$ cat src/rtl/core/lm_pkg.sv
package lm_pkg;

  localparam int SAMPLE_BITS   = 32;
  localparam int MAX_ITEMS_DEF = 64;

  typedef struct packed {
    logic signed [SAMPLE_BITS-1:0] sample_value;
    logic                          last_item;
  } in_t;

  typedef struct packed {
    logic signed [SAMPLE_BITS:0] median_doubled;
    logic                        status;
  } out_t;

  localparam logic STATUS_OK       = 1'b0;
  localparam logic STATUS_OVERFLOW = 1'b1;

  // read address source of the store
  typedef enum logic [1:0] {
    RD_PREV = 2'd0,
    RD_LO   = 2'd1,
    RD_HI   = 2'd2
  } rd_sel_e;

  typedef struct packed {
    logic    take;      // input transfer: latch sample, check room
    logic    rd_en;
    rd_sel_e rd_sel;
    logic    shift;     // move read entry up one place
    logic    place;     // write sample at insertion point, count up
    logic    out_load;  // load result register, start a new list
  } cmd_t;

  typedef struct packed {
    logic room;
    logic pos_zero;
    logic gt;
    logic last;
    logic ovf;
  } sts_t;

endpackage

$ cat src/rtl/core/lm_datapath.sv
module lm_datapath import lm_pkg::*; #(
  parameter int MAX_ITEMS = MAX_ITEMS_DEF
) (
  input  logic clk_i,
  input  logic rst_ni,
  input  in_t  in_data_i,
  input  cmd_t cmd_i,
  output sts_t sts_o,
  output out_t out_data_o
);

  localparam int AW = $clog2(MAX_ITEMS);
  localparam int CW = $clog2(MAX_ITEMS + 1);

  logic signed [SAMPLE_BITS-1:0] store_q [MAX_ITEMS];
  logic signed [SAMPLE_BITS-1:0] rd_q;
  logic signed [SAMPLE_BITS-1:0] half_q;
  logic signed [SAMPLE_BITS-1:0] sample_q;
  logic                          last_q;
  logic [CW-1:0]                 cnt_q, cnt_d;
  logic [CW-1:0]                 pos_q, pos_d;
  logic                          ovf_q, ovf_d;
  out_t                          out_q;

  logic [CW-1:0]                 pos_m1;
  logic [CW-1:0]                 lo_idx;
  logic [CW-1:0]                 hi_idx;
  logic [AW-1:0]                 rd_addr;
  logic                          wr_en;
  logic signed [SAMPLE_BITS-1:0] wr_data;
  logic signed [SAMPLE_BITS:0]   sum;

  assign pos_m1 = pos_q - CW'(1);
  // lower middle is (n-1)/2, upper middle n/2; equal for an odd count
  assign lo_idx = (cnt_q - CW'(1)) >> 1;
  assign hi_idx = cnt_q >> 1;

  always_comb begin
    case (cmd_i.rd_sel)
      RD_PREV: rd_addr = pos_m1[AW-1:0];
      RD_LO:   rd_addr = lo_idx[AW-1:0];
      RD_HI:   rd_addr = hi_idx[AW-1:0];
      default: rd_addr = '0;
    endcase
  end

  assign wr_en   = cmd_i.shift | cmd_i.place;
  assign wr_data = cmd_i.shift ? rd_q : sample_q;

  always_ff @(posedge clk_i) begin
    if (wr_en) begin
      store_q[pos_q[AW-1:0]] <= wr_data;
    end
    if (cmd_i.rd_en) begin
      rd_q <= store_q[rd_addr];
    end
  end

  assign sts_o.room     = ~ovf_q & (cnt_q < CW'(MAX_ITEMS));
  assign sts_o.pos_zero = (pos_q == '0);
  assign sts_o.gt       = (rd_q > sample_q);
  assign sts_o.last     = last_q;
  assign sts_o.ovf      = ovf_q;

  assign sum = {half_q[SAMPLE_BITS-1], half_q} + {rd_q[SAMPLE_BITS-1], rd_q};

  always_comb begin
    cnt_d = cnt_q;
    pos_d = pos_q;
    ovf_d = ovf_q;
    if (cmd_i.take) begin
      pos_d = cnt_q;
      ovf_d = ~sts_o.room;
    end
    if (cmd_i.shift) begin
      pos_d = pos_m1;
    end
    if (cmd_i.place) begin
      cnt_d = cnt_q + CW'(1);
    end
    if (cmd_i.out_load) begin
      cnt_d = '0;
      ovf_d = 1'b0;
    end
  end

  always_ff @(posedge clk_i or negedge rst_ni) begin
    if (!rst_ni) begin
      cnt_q <= '0;
      ovf_q <= 1'b0;
    end else begin
      cnt_q <= cnt_d;
      ovf_q <= ovf_d;
    end
  end

  always_ff @(posedge clk_i) begin
    pos_q <= pos_d;
    if (cmd_i.take) begin
      sample_q <= in_data_i.sample_value;
      last_q   <= in_data_i.last_item;
    end
    // first median operand arrives the cycle after its read
    if (cmd_i.rd_en && cmd_i.rd_sel == RD_HI) begin
      half_q <= rd_q;
    end
    if (cmd_i.out_load) begin
      if (ovf_q) begin
        out_q.median_doubled <= '0;
        out_q.status         <= STATUS_OVERFLOW;
      end else begin
        out_q.median_doubled <= sum;
        out_q.status         <= STATUS_OK;
      end
    end
  end

  assign out_data_o = out_q;

  a_cnt_bound: assert property (@(posedge clk_i) disable iff (!rst_ni)
    cnt_q <= CW'(MAX_ITEMS))
    else $error("entry count beyond capacity");

  a_place_room: assert property (@(posedge clk_i) disable iff (!rst_ni)
    (cmd_i.place || cmd_i.shift) |-> (!ovf_q && pos_q <= cnt_q && cnt_q < CW'(MAX_ITEMS)))
    else $error("store written outside the insertion range");

  a_list_restart: assert property (@(posedge clk_i) disable iff (!rst_ni)
    cmd_i.out_load |=> (cnt_q == '0 && !ovf_q))
    else $error("list state not cleared after result");

endmodule

$ cat src/rtl/core/lm_ctrl.sv
module lm_ctrl import lm_pkg::*; (
  input  logic clk_i,
  input  logic rst_ni,
  input  logic in_valid_i,
  output logic in_stall_o,
  output logic out_valid_o,
  input  logic out_stall_i,
  input  sts_t sts_i,
  output cmd_t cmd_o
);

  localparam logic [2:0] S_IDLE   = 3'd0;
  localparam logic [2:0] S_SH_RD  = 3'd1;
  localparam logic [2:0] S_SH_CMP = 3'd2;
  localparam logic [2:0] S_FIN    = 3'd3;
  localparam logic [2:0] S_MED_A  = 3'd4;
  localparam logic [2:0] S_MED_B  = 3'd5;
  localparam logic [2:0] S_MED_C  = 3'd6;
  localparam logic [2:0] S_OUT    = 3'd7;

  logic [2:0] state_q, state_d;
  logic       out_valid_q, out_valid_d;
  logic       slot_free;

  assign in_stall_o = (state_q != S_IDLE);
  assign slot_free  = ~out_valid_q | ~out_stall_i;

  always_comb begin
    state_d = state_q;
    cmd_o   = '{default: '0, rd_sel: RD_PREV};
    case (state_q)
      S_IDLE: begin
        if (in_valid_i) begin
          cmd_o.take = 1'b1;
          state_d    = sts_i.room ? S_SH_RD : S_FIN;
        end
      end
      S_SH_RD: begin
        if (sts_i.pos_zero) begin
          cmd_o.place = 1'b1;
          state_d     = S_FIN;
        end else begin
          cmd_o.rd_en  = 1'b1;
          cmd_o.rd_sel = RD_PREV;
          state_d      = S_SH_CMP;
        end
      end
      S_SH_CMP: begin
        if (sts_i.gt) begin
          cmd_o.shift = 1'b1;
          state_d     = S_SH_RD;
        end else begin
          cmd_o.place = 1'b1;
          state_d     = S_FIN;
        end
      end
      S_FIN: begin
        if (!sts_i.last) begin
          state_d = S_IDLE;
        end else if (sts_i.ovf) begin
          state_d = S_OUT;
        end else begin
          state_d = S_MED_A;
        end
      end
      S_MED_A: begin
        cmd_o.rd_en  = 1'b1;
        cmd_o.rd_sel = RD_LO;
        state_d      = S_MED_B;
      end
      S_MED_B: begin
        cmd_o.rd_en  = 1'b1;
        cmd_o.rd_sel = RD_HI;
        state_d      = S_MED_C;
      end
      S_MED_C: begin
        state_d = S_OUT;
      end
      S_OUT: begin
        if (slot_free) begin
          cmd_o.out_load = 1'b1;
          state_d        = S_IDLE;
        end
      end
      default: begin
        state_d = S_IDLE;
      end
    endcase
  end

  always_comb begin
    out_valid_d = out_valid_q;
    if (out_valid_q && !out_stall_i) begin
      out_valid_d = 1'b0;
    end
    if (cmd_o.out_load) begin
      out_valid_d = 1'b1;
    end
  end

  always_ff @(posedge clk_i or negedge rst_ni) begin
    if (!rst_ni) begin
      state_q     <= S_IDLE;
      out_valid_q <= 1'b0;
    end else begin
      state_q     <= state_d;
      out_valid_q <= out_valid_d;
    end
  end

  assign out_valid_o = out_valid_q;

  a_no_result_overwrite: assert property (@(posedge clk_i) disable iff (!rst_ni)
    (out_valid_q && out_stall_i) |-> !cmd_o.out_load)
    else $error("pending result overwritten");

  a_result_follows_list: assert property (@(posedge clk_i) disable iff (!rst_ni)
    cmd_o.out_load |-> $past(state_q) == S_FIN || $past(state_q) == S_MED_C
      || $past(state_q) == S_OUT)
    else $error("result loaded outside the list end sequence");

  a_take_when_idle: assert property (@(posedge clk_i) disable iff (!rst_ni)
    cmd_o.take |-> (state_q == S_IDLE && !in_stall_o))
    else $error("input transfer taken while busy");

endmodule

$ cat src/rtl/core/list_median.sv
// Channel  | Valid       | Stall       | Payload
// ---------+-------------+-------------+--------------------------------------
// input    | in_valid_i  | in_stall_o  | in_data_i  (sample_value, last_item)
// result   | out_valid_o | out_stall_i | out_data_o (median_doubled, status)
//
// An item is taken, then for each stored entry it moves up past, that entry is
// read, compared and written one place up; the item is then placed. A list's last
// item adds two median reads, a settle state and the output. Each move is one
// read and one write. Overflowing items skip the store; a last one goes to output.
// rst_ni clears the count and overflow flag; store contents stay undefined.
// A held result stays put while the next item is taken; a second one waits.
module list_median import lm_pkg::*; #(
  parameter int MAX_ITEMS = MAX_ITEMS_DEF
) (
  input  logic clk_i,
  input  logic rst_ni,
  input  logic in_valid_i,
  output logic in_stall_o,
  input  in_t  in_data_i,
  output logic out_valid_o,
  input  logic out_stall_i,
  output out_t out_data_o
);

  cmd_t cmd;
  sts_t sts;

  lm_ctrl u_ctrl (
    .clk_i       (clk_i),
    .rst_ni      (rst_ni),
    .in_valid_i  (in_valid_i),
    .in_stall_o  (in_stall_o),
    .out_valid_o (out_valid_o),
    .out_stall_i (out_stall_i),
    .sts_i       (sts),
    .cmd_o       (cmd)
  );

  lm_datapath #(
    .MAX_ITEMS (MAX_ITEMS)
  ) u_datapath (
    .clk_i      (clk_i),
    .rst_ni     (rst_ni),
    .in_data_i  (in_data_i),
    .cmd_i      (cmd),
    .sts_o      (sts),
    .out_data_o (out_data_o)
  );

endmodule
$ cat config.mk
export PLATFORM = sky130hd
export DESIGN_NAME = list_median
export DESIGN_NICKNAME = d
export VERILOG_FILES = /design/src/rtl/core/lm_pkg.sv /design/src/rtl/core/lm_datapath.sv /design/src/rtl/core/lm_ctrl.sv /design/src/rtl/core/list_median.sv
export SDC_FILE = /design/constraint.sdc
export NUM_CORES = 2
export LEC_CHECK = 0
export BUFFER_PORTS_ARGS = -buffer_cell sky130_fd_sc_hd__buf_4
export CAP_MARGIN = 20
export CORE_ASPECT_RATIO = 0.9
export CORE_UTILIZATION = 55
export DETAILED_ROUTE_END_ITERATION = 10
export PLACE_DENSITY_LB_ADDON = 0.1
export SYNTH_ARGS = -nofsm -noshare
export SYNTH_HDL_FRONTEND = slang
export SYNTH_SLANG_ARGS = --single-unit
$ cat constraint.sdc
create_clock -name clk_i -period 8.1 [get_ports clk_i]
set_input_delay 1.62 -clock clk_i [delete_from_list [all_inputs] [get_ports clk_i]]
set_output_delay 1.62 -clock clk_i [all_outputs]
set_load 0.005 [all_outputs]
==> results.toml <==
[run_status]
status = "completed"

[grt]
grt_pass1_wl_mm = 305.8
grt_pass1_vias = 40600
grt_max_degree = 122
antenna_found_initial = 7
track_usage_pct = 27.65
grt_overflow = 0

[critical_path]
path_common_cell = "buf_4"
path_max_fanout = 33
critical-path-max-stage-delay_ps = 900
timing.rr.start = "u_datapath.rd_q[15]"
r2r-end = "u_datapath.store_q[61][12]"
slowest_stage = "mux2_2"
regToRegSetupSlack_ps = 3180
cp.arrival_ps = 5510
startpoint = "u_datapath.rd_q[15]"
cp.required_ps = 8690
path_cells = "ha_1 > nand4_1 > nor4_1 > o21ai_0 > o211a_1 > o21bai_1 > xnor2_1 > nand3_2 > buf_4 > mux2_2 > buf_4"
cp-end-kind = "flip-flop"
crit_type = "reg -> reg"
start_kind = "flip-flop"
reg2regPathDepth = 11
endpoint = "u_datapath.store_q[61][12]"

[placement]
gp_congestion = 0.8716
numPortBuffers = 72
dp_hpwl_mm = 115.0

[clock_network]
clockBufferDepth = 3
cts_hold_buf = 0
cts_num_sinks = 2198
cts_resized = 0
cts.reportedPaths.clkPinSlew_ps = 60
root_buffer = "clkbuf_16"
worstSkewPairLatency_ps = 840
numCtsBuffers = 212
cts_htree_levels = 4
tritoncts = "done"
cts_setup_buffers = 0

[yosys]
synth_ff_type = "edfxtp_1"
syn_area_sq_um = 87060
synth_warnings = 0
synth.distinct_cells = 60
synth_nets = 4087
synth-seq-area-share_pct = 75.74
synth-async-reset-ratio_pct = 0.5460
yosys.area_share.simple_pct = 1.449
synth.avg_cell_area_sq_um = 21.87
synth_cells = 3981
synthXorXnorAreaFrac_pct = 0.3018
synth_fa_ha_area_share_pct = 1.000
synth-seq-cells = 2198
synthMuxAreaShare_pct = 19.40
synth_top_family_by_area = "multiplexers"
synth_edf_count = 2186
synth_compound_area_share_pct = 1.028

[floorplanning]
dieArea_sq_um = 159900
coreArea_sq_um = 157100
die_w_um = 421.4
pin_count = 73
start_util_pct = 55.41
rows = 138
die_h_um = 379.4

[detailed_routing]
drt-initial-drc-count = 5502
vias = 41582
post_drt_wl_per_cell_um = 33.74
drc = 0
detail_route.vias_per_cell = 6.398
drtPass1Iterations = 5
drtAntennaViolNets = 0
drt-total-wl_mm = 219.3

[cells_and_area]
fin_nets = 4320
drive_gt1_share_pct = 25.97
final_core_util_pct = 62.51
area_delta_synth_final_pct = 12.82

[sta]
period_minus_slack_ps = 4924
finalSetupTns_ps = 0
timing.final.crit_share_pct = 60.79
slew_headroom_pct = 33.80
rsz0062_at_grt = "no"
finalSetupViolCount = 0
tightest_slew_ps = 993.0
finalMaxSlewViolations = 0
skew_ps = 35.51
fin_hold_ws_ps = 529.0
clock.fmax_ghz = 0.2031
hold_viol_final = 0

[power]
ir_worst_vdd_v = 0.0005814
p_leak_uw = 0.03237
power_density_nw_per_um2 = 416.9
design_power_total_uw = 40950

[min_path]
hold_path_class = "reg -> reg"
hold_depth = 0

[job]
maxCapViolations = 0
-- stage by stage --
stage          instances  instance area, sq um  worst slack, ps
2_1_floorplan       3981                 87060             2227
3_3_place_gp        6083                 91110             3211
3_5_place_dp        6095                 91390             3225
4_1_cts             6489                 98080             3214
5_1_grt             6494                 98210             3094
6_report            6499                 98220             3176
-- worst max-delay path, delay by kind of cell, from the launching register on --
| family | cells | cell delay (ps) |
|---|---|---|
| compound gates | 3 | 690 |
| xor+xnor | 1 | 170 |
| fa+ha+maj | 1 | 400 |
| buf+inv | 2 | 880 |
| flops | 1 | 590 |
| mux | 1 | 900 |
| simple gates | 3 | 1000 |
-- registers in the layout (all words and copies together) (netlist names) --
name	count
u_datapath.last_q	1
u_datapath.ovf_q	1
u_datapath.store_q	2048
u_datapath.sample_q	32
u_datapath.half_q	32
u_datapath.out_data_o	34
u_datapath.rd_q	32
u_datapath.cnt_q	7
u_datapath.pos_q	7
u_ctrl.state_q	3
u_ctrl.out_valid_o	1
-- worst min-delay path by stage --
| stage | start | endpoint | slack, ps |
|---|---|---|---|
| 3_5_place_dp | u_datapath.rd_q[29] | u_datapath.half_q[29] | 510 |
| 6_report | u_datapath.rd_q[29] | u_datapath.half_q[29] | 530 |
| 4_1_cts | u_datapath.rd_q[29] | u_datapath.half_q[29] | 520 |
| 2_1_floorplan | u_datapath.rd_q[0] | u_datapath.half_q[0] | 470 |
| 5_1_grt | u_datapath.rd_q[29] | u_datapath.half_q[29] | 540 |
| 3_3_place_gp | u_datapath.rd_q[31] | u_datapath.half_q[31] | 500 |
-- cell usage after synthesis (all sizes together), types with 4 or more instances --
library cell	instances	share of area, %
nor3b	4	0.040
a21oi	40	0.23
o21ai	27	0.16
o211ai	4	0.034
a21o	17	0.16
ha	68	0.98
mux2i	490	5.6
clkbuf	108	0.47
nor2	123	0.53
or3	8	0.069
o21a	5	0.043
o21bai	4	0.034
inv	51	0.22
nand2	38	0.16
nor4	5	0.036
nor3	19	0.12
dfrtp	12	0.34
nand2b	12	0.086
mux2	40	0.52
xor2	11	0.11
xnor2	19	0.19
nor2b	11	0.079
mux4	512	13
nand4	8	0.057
edfxtp	2186	75
a31oi	5	0.036
nand3	16	0.092
buf	85	0.40
and3	5	0.036
a211oi	10	0.086
-- layout make-up --
type / instances / area (sq um)
diodes: 5 / 12.51
clock buffers: 272 / 5658
flip-flops and latches: 2198 / 65940
fillers: 10719 / 58900
repair buffers: 212 / 2009
clock inverters: 122 / 1035
inverters: 51 / 191.4
well taps: 2100 / 2628
multi-input cells: 1539 / 20750
-- power by group --
group | leakage [uW] | switching [uW] | internal (uW)
Combinational | 0.00927 | 9990 | 7070
Sequential | 0.0198 | 324 | 14000
Clock | 0.00326 | 4180 | 5400
Total | 0.0324 | 14500 | 26500
-- layout by cell type (no fill, tap or decap), types with 35 or more instances in the layout --
cell          n
edfxtp_1   2186
mux4_2      512
mux2i_1     488
clkbuf_16   218
buf_4       184
ha_1         68
nor2_1       62
nor2_4       61
clkbuf_1     54
inv_1        51
clkinv_1     50
mux2_2       40
nand2_1      38
clkinv_2     38
a21oi_1      35
-- cells by family after synthesis --
| group | count (synthesis) |
|---|---|
| and+or+nand+nor | 262 |
| buffers and inverters | 244 |
| muxes | 1042 |
| adders and majority gates | 69 |
| DFF | 2198 |
| xor gates and xnor gates | 30 |
| AOI/OAI and AO/OA | 136 |
-- routing by layer --
metal  GRT usage, %  wire [um]  up-vias
met5              0         13        -
met4          6.031       4056        2
met3          7.658      22230      252
met2          41.55     100300     1920
met1          40.87      92720    22280
li1               -          -    17128
(Power assumes the default switching activity.)
